[src/sv/kmc_pkg.sv]
// ----------------------------------------------------------------------------
// kmc_pkg
// Shared types and constants of the k-means clustering engine: request and
// register codes, datapath command and status types, parameter defaults.
// ----------------------------------------------------------------------------
package kmc_pkg;

   localparam int DEF_MAX_POINTS   = 1024;
   localparam int DEF_MAX_DIMS     = 16;
   localparam int DEF_MAX_CLUSTERS = 16;
   localparam int DEF_COORD_WIDTH  = 16;

   localparam logic [1:0] REQ_LOAD = 2'd0;
   localparam logic [1:0] REQ_RUN  = 2'd1;
   localparam logic [1:0] REQ_READ = 2'd2;

   localparam logic [1:0] CSR_POINT_COUNT     = 2'd0;
   localparam logic [1:0] CSR_DIMENSIONS      = 2'd1;
   localparam logic [1:0] CSR_CLUSTER_COUNT   = 2'd2;
   localparam logic [1:0] CSR_ITERATION_COUNT = 2'd3;

   localparam logic [10:0] RST_POINT_COUNT     = 11'd1024;
   localparam logic [4:0]  RST_DIMENSIONS      = 5'd16;
   localparam logic [4:0]  RST_CLUSTER_COUNT   = 5'd4;
   localparam logic [7:0]  RST_ITERATION_COUNT = 8'd10;

   typedef enum logic [4:0] {
      OP_NONE,
      OP_LOAD,       // write one point coordinate from the request
      OP_READ,       // read the assignment of the requested point
      OP_ASG_CLR,    // zero one assignment entry
      OP_SEED_RD,    // read a point coordinate for seeding
      OP_SEED_WR,    // copy it to the centroid
      OP_CLR_SUM,    // zero a sum entry, and the count on the first dimension
      OP_DIST_RD,    // read point and centroid coordinate
      OP_DIST_DIFF,
      OP_DIST_SQ,
      OP_DIST_ACC,
      OP_DIST_CMP,   // keep the nearest centroid so far
      OP_ASG_WR,     // store winner, read its count
      OP_CNT_WR,
      OP_SUMA_RD,
      OP_SUMA_WR,
      OP_CNT_RD,
      OP_UPD_RD,
      OP_DIV_START,
      OP_UPD_WR
   } dp_op_type;

   typedef struct packed {
      dp_op_type op;
      logic      first;
   } dp_cmd_type;

   typedef struct packed {
      logic cnt_zero;
      logic div_done;
   } dp_sts_type;

endpackage

[src/sv/kmc_control.sv]
// ----------------------------------------------------------------------------
// kmc_control
// Configuration registers, request handshake, response register and the
// sequencer that walks seeding, assignment and update passes of a run.
// ----------------------------------------------------------------------------
module kmc_control
   import kmc_pkg::*;
#(
   parameter int MAX_POINTS   = DEF_MAX_POINTS,
   parameter int MAX_DIMS     = DEF_MAX_DIMS,
   parameter int MAX_CLUSTERS = DEF_MAX_CLUSTERS,
   localparam int PIW  = $clog2(MAX_POINTS),
   localparam int CIW  = $clog2(MAX_CLUSTERS),
   localparam int DIW  = (MAX_DIMS > 1) ? $clog2(MAX_DIMS) : 1
) (
   input  logic           clock,
   input  logic           reset,
   input  logic           req_valid,
   output logic           req_ready,
   input  logic [1:0]     req_type,
   output logic           rsp_valid,
   input  logic           rsp_ready,
   output logic           rsp_run_done,
   input  logic           csr_write_enable,
   input  logic [1:0]     csr_index,
   input  logic [10:0]    csr_write_data,
   output dp_cmd_type     cmd,
   output logic [PIW-1:0] pt_idx,
   output logic [CIW-1:0] cl_idx,
   output logic [DIW-1:0] dim_idx,
   input  dp_sts_type     sts
);

   typedef enum logic [4:0] {
      S_CLEAR, S_IDLE, S_READ_WAIT,
      S_SEED_RD, S_SEED_WR, S_ZERO, S_CLR,
      S_DIST_RD, S_DIST_DIFF, S_DIST_SQ, S_DIST_ACC, S_DIST_CMP,
      S_ASG_WR, S_CNT_WR, S_SUMA_RD, S_SUMA_WR,
      S_UPD_CNT, S_UPD_CHK, S_UPD_RD, S_UPD_DIV, S_UPD_WAIT, S_DONE
   } state_type;

   state_type      state_ff;
   logic [10:0]    point_count_ff;
   logic [4:0]     dimensions_ff;
   logic [4:0]     cluster_count_ff;
   logic [7:0]     iteration_count_ff;
   logic [PIW-1:0] p_ff;
   logic [CIW-1:0] c_ff;
   logic [DIW-1:0] d_ff;
   logic [7:0]     it_ff;
   logic           rsp_valid_ff;
   logic           rsp_run_ff;

   logic [31:0]    n_eff;
   logic [31:0]    k_eff;
   logic [31:0]    d_eff;
   logic [PIW-1:0] n_last;
   logic [CIW-1:0] k_last;
   logic [DIW-1:0] d_last;
   logic           accept;
   logic           last_d;
   logic           last_c;
   logic           last_p;
   logic           last_it;

   always_comb begin
      if (point_count_ff == '0) begin
         n_eff = 32'd1;
      end else if (32'(point_count_ff) > MAX_POINTS) begin
         n_eff = 32'(MAX_POINTS);
      end else begin
         n_eff = 32'(point_count_ff);
      end
      if (dimensions_ff == '0) begin
         d_eff = 32'd1;
      end else if (32'(dimensions_ff) > MAX_DIMS) begin
         d_eff = 32'(MAX_DIMS);
      end else begin
         d_eff = 32'(dimensions_ff);
      end
      if (cluster_count_ff == '0) begin
         k_eff = 32'd1;
      end else if (32'(cluster_count_ff) > MAX_CLUSTERS) begin
         k_eff = 32'(MAX_CLUSTERS);
      end else begin
         k_eff = 32'(cluster_count_ff);
      end
      if (k_eff > n_eff) begin
         k_eff = n_eff;
      end
      n_last  = PIW'(n_eff - 32'd1);
      k_last  = CIW'(k_eff - 32'd1);
      d_last  = DIW'(d_eff - 32'd1);
      last_d  = (d_ff == d_last);
      last_c  = (c_ff == k_last);
      last_p  = (p_ff == n_last);
      last_it = (it_ff == iteration_count_ff - 8'd1);
      req_ready = (state_ff == S_IDLE) && (!rsp_valid_ff || rsp_ready);
      accept    = req_valid && req_ready;
   end

   // datapath commands
   always_comb begin
      cmd.first = 1'b0;
      unique case (state_ff)
         S_IDLE: begin
            if (accept && req_type == REQ_LOAD) begin
               cmd.op = OP_LOAD;
            end else if (accept && req_type == REQ_READ) begin
               cmd.op = OP_READ;
            end else begin
               cmd.op = OP_NONE;
            end
         end
         S_CLEAR, S_ZERO: cmd.op = OP_ASG_CLR;
         S_SEED_RD:   cmd.op = OP_SEED_RD;
         S_SEED_WR:   cmd.op = OP_SEED_WR;
         S_CLR: begin
            cmd.op    = OP_CLR_SUM;
            cmd.first = (d_ff == '0);
         end
         S_DIST_RD:   cmd.op = OP_DIST_RD;
         S_DIST_DIFF: cmd.op = OP_DIST_DIFF;
         S_DIST_SQ:   cmd.op = OP_DIST_SQ;
         S_DIST_ACC: begin
            cmd.op    = OP_DIST_ACC;
            cmd.first = (d_ff == '0);
         end
         S_DIST_CMP: begin
            cmd.op    = OP_DIST_CMP;
            cmd.first = (c_ff == '0);
         end
         S_ASG_WR:    cmd.op = OP_ASG_WR;
         S_CNT_WR:    cmd.op = OP_CNT_WR;
         S_SUMA_RD:   cmd.op = OP_SUMA_RD;
         S_SUMA_WR:   cmd.op = OP_SUMA_WR;
         S_UPD_CNT:   cmd.op = OP_CNT_RD;
         S_UPD_RD:    cmd.op = OP_UPD_RD;
         S_UPD_DIV:   cmd.op = OP_DIV_START;
         S_UPD_WAIT:  cmd.op = sts.div_done ? OP_UPD_WR : OP_NONE;
         default:     cmd.op = OP_NONE;
      endcase
      // seeding copies point c into centroid c
      pt_idx  = (state_ff == S_SEED_RD) ? PIW'(c_ff) : p_ff;
      cl_idx  = c_ff;
      dim_idx = d_ff;
   end

   // configuration registers
   always_ff @(posedge clock) begin
      if (reset) begin
         point_count_ff     <= RST_POINT_COUNT;
         dimensions_ff      <= RST_DIMENSIONS;
         cluster_count_ff   <= RST_CLUSTER_COUNT;
         iteration_count_ff <= RST_ITERATION_COUNT;
      end else if (csr_write_enable) begin
         unique case (csr_index)
            CSR_POINT_COUNT:     point_count_ff     <= csr_write_data;
            CSR_DIMENSIONS:      dimensions_ff      <= csr_write_data[4:0];
            CSR_CLUSTER_COUNT:   cluster_count_ff   <= csr_write_data[4:0];
            CSR_ITERATION_COUNT: iteration_count_ff <= csr_write_data[7:0];
         endcase
      end
   end

   always_ff @(posedge clock) begin
      if (reset) begin
         state_ff     <= S_CLEAR;
         p_ff         <= '0;
         c_ff         <= '0;
         d_ff         <= '0;
         it_ff        <= '0;
         rsp_valid_ff <= 1'b0;
         rsp_run_ff   <= 1'b0;
      end else begin
         if (rsp_valid_ff && rsp_ready) begin
            rsp_valid_ff <= 1'b0;
         end
         unique case (state_ff)
            S_CLEAR: begin
               if (p_ff == PIW'(MAX_POINTS - 1)) begin
                  p_ff     <= '0;
                  state_ff <= S_IDLE;
               end else begin
                  p_ff <= p_ff + 1'b1;
               end
            end
            S_IDLE: begin
               if (accept && req_type == REQ_RUN) begin
                  c_ff     <= '0;
                  d_ff     <= '0;
                  state_ff <= S_SEED_RD;
               end else if (accept && req_type == REQ_READ) begin
                  state_ff <= S_READ_WAIT;
               end
            end
            S_READ_WAIT: begin
               rsp_valid_ff <= 1'b1;
               rsp_run_ff   <= 1'b0;
               state_ff     <= S_IDLE;
            end
            S_SEED_RD: state_ff <= S_SEED_WR;
            S_SEED_WR: begin
               state_ff <= S_SEED_RD;
               if (last_d) begin
                  d_ff <= '0;
                  if (last_c) begin
                     c_ff     <= '0;
                     p_ff     <= '0;
                     state_ff <= S_ZERO;
                  end else begin
                     c_ff <= c_ff + 1'b1;
                  end
               end else begin
                  d_ff <= d_ff + 1'b1;
               end
            end
            S_ZERO: begin
               if (last_p) begin
                  p_ff  <= '0;
                  it_ff <= '0;
                  state_ff <= (iteration_count_ff == '0) ? S_DONE : S_CLR;
               end else begin
                  p_ff <= p_ff + 1'b1;
               end
            end
            S_CLR: begin
               if (last_d) begin
                  d_ff <= '0;
                  if (last_c) begin
                     c_ff     <= '0;
                     p_ff     <= '0;
                     state_ff <= S_DIST_RD;
                  end else begin
                     c_ff <= c_ff + 1'b1;
                  end
               end else begin
                  d_ff <= d_ff + 1'b1;
               end
            end
            S_DIST_RD:   state_ff <= S_DIST_DIFF;
            S_DIST_DIFF: state_ff <= S_DIST_SQ;
            S_DIST_SQ:   state_ff <= S_DIST_ACC;
            S_DIST_ACC: begin
               if (last_d) begin
                  d_ff     <= '0;
                  state_ff <= S_DIST_CMP;
               end else begin
                  d_ff     <= d_ff + 1'b1;
                  state_ff <= S_DIST_RD;
               end
            end
            S_DIST_CMP: begin
               if (last_c) begin
                  c_ff     <= '0;
                  state_ff <= S_ASG_WR;
               end else begin
                  c_ff     <= c_ff + 1'b1;
                  state_ff <= S_DIST_RD;
               end
            end
            S_ASG_WR:  state_ff <= S_CNT_WR;
            S_CNT_WR:  state_ff <= S_SUMA_RD;
            S_SUMA_RD: state_ff <= S_SUMA_WR;
            S_SUMA_WR: begin
               if (last_d) begin
                  d_ff <= '0;
                  if (last_p) begin
                     p_ff     <= '0;
                     c_ff     <= '0;
                     state_ff <= S_UPD_CNT;
                  end else begin
                     p_ff     <= p_ff + 1'b1;
                     state_ff <= S_DIST_RD;
                  end
               end else begin
                  d_ff     <= d_ff + 1'b1;
                  state_ff <= S_SUMA_RD;
               end
            end
            S_UPD_CNT: state_ff <= S_UPD_CHK;
            S_UPD_CHK: begin
               // an empty cluster keeps its centroid
               if (!sts.cnt_zero) begin
                  state_ff <= S_UPD_RD;
               end else if (!last_c) begin
                  c_ff     <= c_ff + 1'b1;
                  state_ff <= S_UPD_CNT;
               end else begin
                  c_ff     <= '0;
                  it_ff    <= it_ff + 1'b1;
                  state_ff <= last_it ? S_DONE : S_CLR;
               end
            end
            S_UPD_RD:  state_ff <= S_UPD_DIV;
            S_UPD_DIV: state_ff <= S_UPD_WAIT;
            S_UPD_WAIT: begin
               if (sts.div_done) begin
                  if (!last_d) begin
                     d_ff     <= d_ff + 1'b1;
                     state_ff <= S_UPD_RD;
                  end else if (!last_c) begin
                     d_ff     <= '0;
                     c_ff     <= c_ff + 1'b1;
                     state_ff <= S_UPD_CNT;
                  end else begin
                     d_ff     <= '0;
                     c_ff     <= '0;
                     it_ff    <= it_ff + 1'b1;
                     state_ff <= last_it ? S_DONE : S_CLR;
                  end
               end
            end
            S_DONE: begin
               rsp_valid_ff <= 1'b1;
               rsp_run_ff   <= 1'b1;
               state_ff     <= S_IDLE;
            end
            default: state_ff <= S_IDLE;
         endcase
      end
   end

   assign rsp_valid    = rsp_valid_ff;
   assign rsp_run_done = rsp_run_ff;

   a_read_waits: assert property (@(posedge clock) disable iff (reset)
      accept && req_type == REQ_READ |=> state_ff == S_READ_WAIT)
      else $error("read transaction did not start the assignment read");

   a_run_starts: assert property (@(posedge clock) disable iff (reset)
      accept && req_type == REQ_RUN |=> state_ff == S_SEED_RD && c_ff == '0)
      else $error("run transaction did not start seeding");

   a_cluster_bound: assert property (@(posedge clock) disable iff (reset)
      state_ff == S_DIST_CMP |-> c_ff <= k_last)
      else $error("cluster counter beyond effective cluster count");

endmodule
[config.mk]
export PLATFORM = sky130hd
export DESIGN_NAME = kmc_control
export DESIGN_NICKNAME = d
export VERILOG_FILES = /design/src/sv/kmc_pkg.sv /design/src/sv/kmc_control.sv
export SDC_FILE = /design/constraint.sdc
export NUM_CORES = 1
export LEC_CHECK = 0
export ABC_AREA = 0
export ABC_CLOCK_PERIOD_IN_PS = 6900
export BUFFER_PORTS_ARGS = -buffer_cell sky130_fd_sc_hd__buf_2
export CELL_PAD_IN_SITES_DETAIL_PLACEMENT = 0
export CELL_PAD_IN_SITES_GLOBAL_PLACEMENT = 1
export CORE_MARGIN = 3
export CORE_UTILIZATION = 40
export CTS_BUF_LIST = sky130_fd_sc_hd__clkbuf_16
export DETAILED_ROUTE_END_ITERATION = 16
export MAX_ROUTING_LAYER = met4
export PLACE_DENSITY = 0.84
export SYNTH_ARGS = -nofsm -noshare
export SYNTH_HDL_FRONTEND = slang
export SYNTH_SLANG_ARGS = --single-unit
[constraint.sdc]
create_clock -name clock -period 6.9 [get_ports clock]
set_input_delay 0.345 -clock clock [delete_from_list [all_inputs] [get_ports clock]]
set_output_delay 0.345 -clock clock [all_outputs]
set_load 0.03 [all_outputs]
==> metrics list, run 1 <==
- After clock tree synthesis, the setup repair step added 0 buffers.
- Buf+Inv Stages, Crit Path: 0
- Number of nets produced by synthesis: 659
* Fin crit share: 0.739
- Using the TritonRoute via totals, the vias-per-cell ratio works out to 5.87.
- Max clock buf depth: 2
- After layout, the worst setup slack is 1.80 ns.
- In this run the vertical extent of the chip is 113 um.
* Drt pass-1 iters: 5
- Worst-path cell chain: nor4_1 -> a41o_1 -> ha_1 -> a311o_1 -> a211oi_4 -> mux2_2 -> ha_1 -> xor2_1 -> nand2_1 -> mux2_2 -> or3_1 -> o32a_4 -> or4_1 -> a21oi_1
* Die area: 12900 um^2
- Relative area change from synthesis to final layout: 13.5%
* Slowest stage cell, crit path: sky130_fd_sc_hd__nor4_1
- Max Fanout on Critical Path: 10
- Timing would allow up to 196 MHz.
* Layout cells sized above 1: 0.122
- Synth Flop Type: sky130_fd_sc_hd__dfxtp_1
- Number of cells after detailed placement: 780
* First-pass GRT wire length: 21200 um
* Highest ir drop seen on vdd: 0.179 mV
- Post-synthesis cell count: 622
- Share of synthesized registers carrying an async set or reset: 0
- Resized Gates After CTS: 0
* Number of maximum-capacitance constraint violations: 0
* Levels on crit path: 14
- Clock transition at the registers of the reported paths: 0.06 ns
- After synthesis, the mean cell area works out to 7.42 um^2.
- The region available for standard cell placement spans 11100 um^2.
* Synth Register Bits: 62
- Clock tree synthesis inserted a total of 9 buffers.
- Required time worst endpoint: 7.16 ns
- Biggest cell delay along the critical path: 0.56 ns
- Summed over all nets, the half-perimeter wirelength after detailed placement is 9420 um.
- Antenna violations before repair: 0
* Total overflow reported by the global router: 0
- Measured against its own limit, the worst slew margin works out to 0.204.
* Final core utilization: 0.473
* Post-CTS Hold Fix Bufs: 0
- Count of vias placed by the detailed router: 4665
* Hold WC Path Type: input pin to flip-flop
- The floorplan has 38 rows.
- Kind of capture point of the worst setup path: flip-flop
* Clk Latency, worst-skew pair: 0.34 ns
* Commonest non-fill, non-tap cells in the layout: sky130_fd_sc_hd__nor2_1 (71), sky130_fd_sc_hd__nand2_1 (68), sky130_fd_sc_hd__dfxtp_1 (62), sky130_fd_sc_hd__buf_2 (48), sky130_fd_sc_hd__a21oi_1 (46)
- The final-report max-slew violation count is 0.
* Setup TNS Final: 0 ns
* Maximum number of pins on one net before global-route repair: 42
* Post-detailed-routing wire length: 12900 um
- 49 I/O pins were placed.
- For the pin with the worst max-slew slack, the measured transition is 1.16 ns.
- Final critical path time including I/O delays and setup: 5.10 ns
- Data arrival time of the worst path: 5.36 ns
- CTS HTree Levels: 3
- The Yosys step of the flow raised 0 warnings.
- Number of non-filler instances in the completed layout: 795
- Starting DRT DRC Count: 293
- Leaving out fill and tap cells, the most frequent cell in the layout is sky130_fd_sc_hd__nor2_1.
- In the routed design, unresolved DRC markers number 0.
- The run finished with clean final reports.
- Leakage component of the power: 2.02 nW
- EDFF count, synth: 0
* WL per Instance: 16.2 um
- Vias in the first global route: 4332
* RSZ-0062 raised after global routing: false
- For this design the ratio of total power to cell area is 260 nW/um^2.
- Summing every instance area after synthesis gives 4620 um^2.
- For this configuration, the core starts out at a cell density of 0.417.
- Library cells used by synthesis: 61
- At the placement stage, the worst setup path has a slack of 1.86 ns.
* Startpoint type of the worst setup path: flip-flop
- For this run, the register share of the synthesized area comes to 0.269.
* # setup viols final: 0
- Clock sink count: 62
- TritonCTS built the clock tree.
* Final net count: 688
- Root buffer cell: sky130_fd_sc_hd__clkbuf_16
* Hold Fails Final Rpt: 0
* Overall global routing resource usage: 0.207
- Setup Crit Path Kind: flip-flop to flip-flop
- Power Total: 0.00136 W
- Among cell families on the critical path, the largest total delay comes from simple AND/OR/NAND/NOR gates.
- The number of cells on the worst reg-to-reg path is 14.
- Input and output buffers added on the ports amount to 48.
* Horizontal die dimension: 113 um
- At the end of routability-driven placement, the weighted congestion stood at 0.868.
* Number of antenna-violating nets in the routed design: 0
- 0 antenna diodes ended up in the layout.
- On the final layout, the worst clock skew is 0.00873 ns.
- The worst hold path was traced through 3 stages.
[cell type report]
type                    instances  area [um^2]
clock buffers                   9          225
flip-flops and latches         62         1240
fillers                      1107         5840
well taps                     140          175
inverters                      16         60.1
clock inverters                 6         87.6
repair buffers                 51          263
multi-input cells             511         3190
[worst reg2reg max path, cell delays in order (launching register included)]
cell                       delay [ns]
sky130_fd_sc_hd__dfxtp_1         0.37
sky130_fd_sc_hd__nor4_1          0.56
sky130_fd_sc_hd__a41o_1          0.35
sky130_fd_sc_hd__ha_1            0.27
sky130_fd_sc_hd__a311o_1         0.30
sky130_fd_sc_hd__a211oi_4        0.27
sky130_fd_sc_hd__mux2_2          0.40
sky130_fd_sc_hd__ha_1            0.31
sky130_fd_sc_hd__xor2_1          0.18
sky130_fd_sc_hd__nand2_1         0.08
sky130_fd_sc_hd__mux2_2          0.30
sky130_fd_sc_hd__or3_1           0.51
sky130_fd_sc_hd__o32a_4          0.47
sky130_fd_sc_hd__or4_1           0.51
sky130_fd_sc_hd__a21oi_1         0.14
[worst paths after layout]
path | startpoint | endpoint | slack, ns
max | point_count_ff[6] | it_ff[7] | 1.80
min | csr_write_data[10] | point_count_ff[10] | 0.23
max reg2reg | point_count_ff[6] | it_ff[7] | 1.80
min reg2reg | it_ff[7] | it_ff[7] | 0.49
[report_power, final]
part	switching [W]	total (W)	leakage (nW)	internal, W
Clock	0.000169	0.000483	0.145	0.000313
Combinational	0.000298	0.000460	1.37	0.000162
Sequential	0.0000434	0.000422	0.503	0.000378
[flip-flops by register name, indices dropped and copies added (netlist names)]
signal              cells
cl_idx                  4
cluster_count_ff        5
dim_idx                 4
dimensions_ff           5
it_ff                   8
iteration_count_ff      8
p_ff                   10
point_count_ff         11
rsp_run_done            1
rsp_valid               1
state_ff                5
[synth_stat cells (all sizes together), types with 9 or more instances]
| library cell | instances | area share |
|---|---|---|
| nor2b | 14 | 0.019 |
| clkbuf | 26 | 0.021 |
| nand2 | 68 | 0.055 |
| nand2b | 12 | 0.016 |
| inv | 15 | 0.012 |
| ha | 15 | 0.041 |
| a31oi | 11 | 0.015 |
| or3 | 12 | 0.016 |
| and3 | 11 | 0.015 |
| and2 | 10 | 0.014 |
| mux2i | 27 | 0.059 |
| nand3 | 24 | 0.026 |
| nor3 | 19 | 0.021 |
| dfxtp | 62 | 0.27 |
| nand4 | 9 | 0.012 |
| xnor2 | 21 | 0.040 |
| a21oi | 46 | 0.050 |
| nor2 | 71 | 0.058 |
| xor2 | 18 | 0.034 |
| o21ai | 37 | 0.040 |
[per-stage QoR]
stage | instance area [um^2] | hold slack [ns]
2_1_floorplan | 4620 | 0.459
3_3_place_gp | 4930 | 0.487
3_5_place_dp | 4930 | 0.491
4_1_cts | 5240 | 0.226
5_1_grt | 5240 | 0.248
6_report | 5240 | 0.233
[logic make-up after synthesis]
group,share of synthesized area
xor+xnor,0.0740
mux,0.0683
fa+ha+maj,0.0407
compound gates,0.201
buf+inv,0.0417
simple gates,0.305
flops,0.269
[metal layers]
metal,share of wire,GRT usage,wire (um),vias to the layer above
li1,-,-,-,2291
met1,0.45,0.259,5720,2187
met2,0.48,0.330,6190,159
met3,0.049,0.0387,634,28
met4,0.024,0.0833,310,0
met5,0,-,0,-
(Power assumes the default switching activity.)
==> run 2, diff against run 1 <==
--- a/config.mk
+++ b/config.mk
@@ -6,7 +6,7 @@
 export NUM_CORES = 1
 export LEC_CHECK = 0
 export ABC_AREA = 0
-export ABC_CLOCK_PERIOD_IN_PS = 6900
+export ABC_CLOCK_PERIOD_IN_PS = 4900
 export BUFFER_PORTS_ARGS = -buffer_cell sky130_fd_sc_hd__buf_2
 export CELL_PAD_IN_SITES_DETAIL_PLACEMENT = 0
 export CELL_PAD_IN_SITES_GLOBAL_PLACEMENT = 1
==> constraint.sdc (replaced) <==
create_clock -name clock -period 4.9 [get_ports clock]
set_input_delay 0.245 -clock clock [delete_from_list [all_inputs] [get_ports clock]]
set_output_delay 0.245 -clock clock [all_outputs]
set_load 0.03 [all_outputs]
==> metrics list, run 2 (synthesis gave the netlist of run 1 again) <==
- The run finished with clean final reports.
- WHS Endpoint: point_count_ff[9]
- Cells on worst reg2reg path: 15
* Number of cells after detailed placement: 786
* Final Slew Violations: 0
- At the pin with the least slew margin, the transition time is 1.08 ns.
- For this block, the initial DRC count from the detailed router was 250.
* Number of placement rows: 38
* Area of the multi-input gates: 3200 um^2
- Hold path start: csr_write_data[9]
- The number of global-route vias before repair is 4361.
- Final Wtd Congestion: 0.917
- For this design the top-level I/O count stands at 49.
- Total overflow reported by the global router: 0
- Post-CTS repair timing setup buffer count: 0
- Setup Crit Path Kind: flip-flop to flip-flop
- Leaving out fill and tap cells, the most frequent cell in the layout is sky130_fd_sc_hd__nor2_1.
- Achievable frequency: 213 MHz
* Post-layout worst setup margin: 0.202 ns
* Max clock buf depth: 2
- The die covers 12900 um^2.
- Traced cell by cell, the critical path runs through nor2b_1 -> inv_1 -> ha_1 -> and3_1 -> a311o_1 -> a211oi_4 -> mux2_2 -> ha_1 -> xor2_1 -> nand2_1 -> mux2_2 -> or3_1 -> o32a_4 -> or4_1 -> a21oi_1.
- Overall global routing resource usage: 0.207
* Leading registers by flop count: point_count_ff x11, p_ff x10
- Max reg flops: 11
* Layout cells sized above 1: 0.133
- In this run the worst hold path is classified as input pin to flip-flop.
- Final critical path time including I/O delays and setup: 4.70 ns
- Horizontal die dimension: 113 um
- Vias per cell: 5.78
- Post-detailed-routing wire length: 13000 um
- Slowest stage cell, crit path: sky130_fd_sc_hd__or4_1
* Number of antenna-violating nets in the routed design: 0
- Entering global routing, the biggest net connects 42 pins.
* HPWL reported at the end of detailed placement: 9550 um
- At the worst endpoint, the arrival time is 4.96 ns.
- Of all nets on the critical path, the largest fanout is 10.
* Cell Pwr Density: 354 nW/um^2
- Final clock skew: 0.0107 ns
- The number of hold buffers added after CTS was 0.
- Leakage component of the power: 2.04 nW
- Buffers placed on the I/O ports in this run total 48.
* Clock sink count: 62
* Setup slack after placement: 0.148 ns
- After clock tree synthesis, the clock-pin slew on the worst setup and hold paths is 0.05 ns.
* Number of non-filler instances in the completed layout: 801
- Leaving out fill and tap cells, the most frequent cells in the layout are sky130_fd_sc_hd__nor2_1 (71), sky130_fd_sc_hd__nand2_1 (68), sky130_fd_sc_hd__dfxtp_1 (61), sky130_fd_sc_hd__buf_2 (48), sky130_fd_sc_hd__a21oi_1 (46).
* Sequential Area: 1240 um^2
* Kind of capture point of the worst setup path: flip-flop
* WL per Instance: 16.2 um
- Number of maximum-capacitance constraint violations: 0
- Fin crit share: 0.959
* Hold Fails Final Rpt: 0
- Before antenna repair, the detailed router went through 5 iterations.
- Antenna violations before repair: 0
* Biggest cell delay along the critical path: 0.51 ns
- Counting the fill cells in the layout gives 1110.
- Counting instances, the worst hold path has a depth of 3.
- CTS HTree Levels: 3
* Count of vias placed by the detailed router: 4632
- # setup viols final: 0
* CTS tree: yes
- Number of antenna diodes: 0
- The floorplan step set the die height to 113 um.
* Critical register-to-register path startpoint: point_count_ff[2]
- Relative area change from synthesis to final layout: 14.0%
* Initial Util: 0.417
- The tree is rooted in a sky130_fd_sc_hd__clkbuf_16.
- STA classifies the critical path startpoint as a flip-flop.
- At the end of the flow, the number of nets in the layout was 694.
- Reg2Reg Setup Slack: 0.20 ns
* Highest ir drop seen on vdd: 0.202 mV
- First-pass GRT wire length: 21200 um
* Clk Latency, worst-skew pair: 0.34 ns
- More flip-flops sit in one register than any other, and that register is point_count_ff.
* R2R Path End: it_ff[7]
- The total area inside the core boundary comes to 11100 um^2.
- For the worst setup path, the data required time is 5.16 ns.
- Headroom to the max-slew limit came out at 0.264.
* Total CTS buffers: 9
- In the routed design, unresolved DRC markers number 0.
## run 2: area by class of cell
cell class	instances	share of cell area
repair buffers	57	0.0585
inverters	16	0.0114
flip-flops and latches	62	0.236
clock buffers	9	0.0428
well taps	140	0.0333
clock inverters	6	0.0105
multi-input cells	511	0.608
## run 2: repair_timing
item,CTS,global route
gates resized for setup,0,3
setup endpoints to repair,0,3
hold endpoints to repair,0,0
## run 2: worst max-delay path: cells and delay by family (launching register included)
family	cells	cell delay [ns]
flops	1	0.42
buf+inv	1	0.10
simple gates	5	1.46
compound gates	4	1.20
fa+ha+maj	2	0.59
xor+xnor	1	0.16
mux	2	0.69
## run 2: worst max-delay path by stage
stage	startpoint	end	slack, ns	depth (start not counted)
floorplan	point_count_ff[10]	it_ff[7]	0.04	17
global placement	point_count_ff[2]	it_ff[7]	0.25	14
detailed placement	point_count_ff[2]	it_ff[7]	0.15	14
CTS	point_count_ff[2]	it_ff[7]	0.12	14
global route	point_count_ff[2]	it_ff[7]	-0.001	15
finish	point_count_ff[2]	it_ff[7]	0.20	15
## run 2: power breakdown
part | switching, W | internal (W) | total [W]
clock network | 0.000229 | 0.000384 | 0.000613
logic | 0.000399 | 0.000233 | 0.000632
registers | 0.0000863 | 0.000533 | 0.000619
## run 2: through the flow
step,hold WS (ns),setup TNS (ns),instance area (um^2),total power (W),util
after floorplan,0.369,0,4620,0.00108,-
after global placement,0.472,0,4970,0.00124,0.449
after detailed placement,0.482,0,4970,0.00125,0.449
after global routing,0.153,-0.00115,5260,0.00197,0.475
final,0.139,0,5260,0.00186,0.475
after CTS,0.134,0,5250,0.00187,0.474
## run 2: per-layer routing
metal,global-route usage,vias up,routed length (um),share of wire
met1,0.261,2186,5820,0.45
met2,0.341,122,6310,0.49
met4,0.0593,0,171,0.013
met5,-,-,0,0
met3,0.0361,17,674,0.052
li1,-,2307,-,-
==> run 3, diff against run 2 <==
==> config.mk (replaced) <==
export PLATFORM = sky130hd
export DESIGN_NAME = kmc_control
export DESIGN_NICKNAME = d
export VERILOG_FILES = /design/src/sv/kmc_pkg.sv /design/src/sv/kmc_control.sv
export SDC_FILE = /design/constraint.sdc
export NUM_CORES = 1
export LEC_CHECK = 0
export ABC_AREA = 1
export BUFFER_PORTS_ARGS = -buffer_cell sky130_fd_sc_hd__buf_2
export CELL_PAD_IN_SITES_DETAIL_PLACEMENT = 0
export CELL_PAD_IN_SITES_GLOBAL_PLACEMENT = 1
export CORE_MARGIN = 3
export CORE_UTILIZATION = 42
export CTS_BUF_LIST = sky130_fd_sc_hd__clkbuf_16
export DETAILED_ROUTE_END_ITERATION = 16
export MAX_ROUTING_LAYER = met4
export PLACE_DENSITY = 0.9
export SYNTH_ARGS = -nofsm -noshare
export SYNTH_HDL_FRONTEND = slang
export SYNTH_SLANG_ARGS = --single-unit
==> metrics list, run 3 <==
- In this design, the critical path's most frequently occurring cell is sky130_fd_sc_hd__nand2_1.
* Area fraction of the dominant cell type after synthesis: 0.248
- The worst register-to-register path has a depth of 28.
* Initial Util: 0.434
- Max clock buf depth: 2
- Cell accounting for the most synthesized area: sky130_fd_sc_hd__dfxtp_1
* Top reg by flops: point_count_ff
- Clock tree synthesis found a total of 62 sinks.
- Max-cap violations in this run came to 0.
* Clk Latency, worst-skew pair: 0.34 ns
- The register with the most flip-flops in the layout has 11 of them.
* Reg2Reg Setup Slack: 1.03 ns
- Minimum hold slack: 0.120 ns
- The initial antenna violation count was 0.
* Setup Crit Path Kind: flip-flop to flip-flop
- Overall global routing resource usage: 0.226
* Syn_area_per_cell: 6.19 um^2
- The repair_antennas step left the layout with diodes totalling 0.
- Number of non-filler instances in the completed layout: 1002
* Number of warnings issued by yosys: 0
- The synthesized design contains 0 enable-type register cells.
* Core Footprint: 11500 um^2
- Total standard cell area after synthesis: 5000 um^2
* Worst slew pin tran: 1.15 ns
- The number of endpoints with negative hold slack in the final report came to 0.
* Fin crit share: 0.790
- Max Fanout on Critical Path: 14
- In the final layout, the share of cells above drive strength 1 is 0.136.
* Levels on crit path: 28
- Setup slack after placement: 1.11 ns
- Achievable frequency: 258 MHz
- Setup violations remaining at the end of the flow were counted as 0.
- Post-layout worst setup margin: 1.03 ns
- In this run the worst setup path terminates at p_ff[7].
- Dividing total power by cell area gives a power density of 311 nW/um^2.
* Post-CTS repair timing setup buffer count: 0
- Leakage component of the power: 2.66 nW
- Synthesis instantiated 45 different standard cells from the library.
- Cell types occupying the most area after synthesis: sky130_fd_sc_hd__dfxtp_1 (25%), sky130_fd_sc_hd__nand2_1 (13%), sky130_fd_sc_hd__inv_1 (8.5%), sky130_fd_sc_hd__nor2_1 (8.0%), sky130_fd_sc_hd__nand3_1 (5.2%)
* Slowest stage cell, crit path: sky130_fd_sc_hd__dfxtp_1
- Input/output buffers: 48
- STA classifies the critical path endpoint as a flip-flop.
* DIE HEIGHT: 115 um
* Cell family with the largest share of critical-path delay: simple AND/OR/NAND/NOR gates
- The critical path starts at point_count_ff[3].
* Max Used Layer: met4
- Final Wtd Congestion: 0.979
- The number of global-route vias before repair came to 4815.
- Startpoint type of the worst setup path: flip-flop
- Synthesis produced a netlist with a net count of 845.
* Final net count: 891
- Portion of the post-synthesis area used by sequential elements: 0.248
- After routing, the total negative slack on setup checks comes to 0 ns.
- Clock transition at the registers of the reported paths: 0.05 ns
- Summed over all nets, wire length on met3 after detailed routing comes to 696 um.
* Highest ir drop seen on vdd: 0.178 mV
- Using the TritonRoute via totals, the vias-per-cell ratio works out to 5.15.
- Leading registers by flop count: point_count_ff x11, p_ff x10
- Buf+Inv Stages, Crit Path: 4
- The flow ran to the end, and the final reports show no timing, DRC or antenna violations.
* Root buffer cell: sky130_fd_sc_hd__clkbuf_16
* Critical register-to-register path startpoint: point_count_ff[3]
- For this run, design rule violations remaining after detail routing come to 0.
- Setup repair after global routing left no endpoint under its margin.
* Most common library cell in the layout ignoring fill and taps: sky130_fd_sc_hd__nand2_1
- Data arrival time of the worst path: 4.14 ns
- The path class of the tightest hold or removal check is input pin to flip-flop.
* Final critical path time including I/O delays and setup: 3.87 ns
- In this run, post-CTS hold repair placed 0 buffers.
- Horizontal die dimension: 115 um
* Resized Gates After CTS: 0
- In this design, the stage delay of the slowest critical-path cell is 0.32 ns.
* Final Slew Violations: 0
- In the detailed route, the total length drawn on met2 is 6060 um.
- For this run, asynchronously set or reset flops after synthesis account for 0.
- Number of antenna-violating nets in the routed design: 0
- The die covers 13300 um^2.
- Entering global routing, the biggest net connects 35 pins.
* First-pass GRT wire length: 23400 um
- Slew headroom: 0.221
- Post-synth top cells: sky130_fd_sc_hd__nand2_1 (178), sky130_fd_sc_hd__inv_1 (113), sky130_fd_sc_hd__nor2_1 (106)
* Final clock skew: 0.0103 ns
* Routed length on met1: 6690 um
* Relative area change from synthesis to final layout: 13.3%
- Drt pass-1 iters: 5
* Starting DRT DRC Count: 329
- The H-tree was split into 3 levels.
* CTS tree: yes
* Count of vias placed by the detailed router: 5164
- Required time worst endpoint: 5.17 ns
- Library cell with the highest instance count after synthesis: sky130_fd_sc_hd__nand2_1
- In this run the count of I/O pins placed on the die edge is 49.
* Synth Register Bits: 62
- Number of cells after detailed placement: 986
* Total CTS buffers: 9
- The worst register-to-register path ends at p_ff[7].
- WL per Instance: 13.8 um
- Total overflow reported by the global router: 0
* Post-detailed-routing wire length: 13900 um
- The initialized floorplan defines 39 standard-cell rows.
- Among all flip-flop cells after synthesis, the most frequent one is sky130_fd_sc_hd__dfxtp_1.
* Post-synthesis cell count: 808
* HPWL reported at the end of detailed placement: 10800 um
- The library cells used most frequently in the layout, excluding fill and tap cells, are sky130_fd_sc_hd__nand2_1 (178), sky130_fd_sc_hd__inv_1 (113), sky130_fd_sc_hd__nor2_1 (106), sky130_fd_sc_hd__dfxtp_1 (62), sky130_fd_sc_hd__nand3_1 (52).
==> run 3: changes by cell type in the layout (fill, tap and decap cells not counted), moves of 14 or more <==
cell                      previous run  this run
sky130_fd_sc_hd__nand2_1            68       178
sky130_fd_sc_hd__inv_1              16       113
sky130_fd_sc_hd__nor2_1             71       106
sky130_fd_sc_hd__nand3_1            24        52
sky130_fd_sc_hd__mux2i_1            27         0
sky130_fd_sc_hd__nor2b_1            14         0
==> run 3: tightest hold or removal path, stage by stage <==
cell and delay [ns]:
sky130_fd_sc_hd__buf_2 0.07, sky130_fd_sc_hd__nand2_1 0.04, sky130_fd_sc_hd__o211ai_1 0.06
==> run 3: kinds of logic after synthesis <==
logic type | count (synthesis) | synth area share
AOI/OAI and AO/OA | 132 | 0.155
xor gates and xnor gates | 39 | 0.0710
adders and majority gates | 15 | 0.0375
buffers and inverters | 141 | 0.111
DFF | 62 | 0.248
and+or+nand+nor | 419 | 0.378
==> run 3: through the flow <==
stage / utilization / area (um^2) / total power, W
2_1_floorplan: - / 5000 / 0.000976
3_3_place_gp: 0.465 / 5350 / 0.00109
3_5_place_dp: 0.465 / 5350 / 0.00110
4_1_cts: 0.492 / 5670 / 0.00178
5_1_grt: 0.492 / 5670 / 0.00188
6_report: 0.492 / 5670 / 0.00176
==> run 3: worst min path at each step <==
stage	startpoint	endpoint	slack (ns)	cells past startpoint
3_3_place_gp	rsp_run_done	rsp_run_done	0.45	2
3_5_place_dp	rsp_run_done	rsp_run_done	0.45	2
6_report	csr_write_data[10]	point_count_ff[10]	0.12	3
5_1_grt	csr_write_data[10]	point_count_ff[10]	0.13	3
2_1_floorplan	csr_write_data[2]	cluster_count_ff[2]	0.37	2
4_1_cts	csr_write_data[10]	point_count_ff[10]	0.11	3
==> run 3: cell type report <==
cell class / count / area [um^2]
repair buffers: 49 / 248
clock inverters: 7 / 88.8
fillers: 1251 / 5850
clock buffers: 9 / 225
inverters: 127 / 478
multi-input cells: 605 / 3210
flip-flops and latches: 62 / 1240
well taps: 143 / 179
==> run 3: routing by layer <==
metal / global-route usage / vias up
met1: 0.295 / 2288
li1: - / 2707
met5: - / -
met3: 0.0353 / 32
met2: 0.345 / 137
met4: 0.103 / 0
==> run 3: report_power, final <==
part	internal (W)	leakage, nW	switching [W]
sequential	0.000541	0.505	0.0000487
combinational	0.000168	1.99	0.000331
clock	0.000442	0.159	0.000234
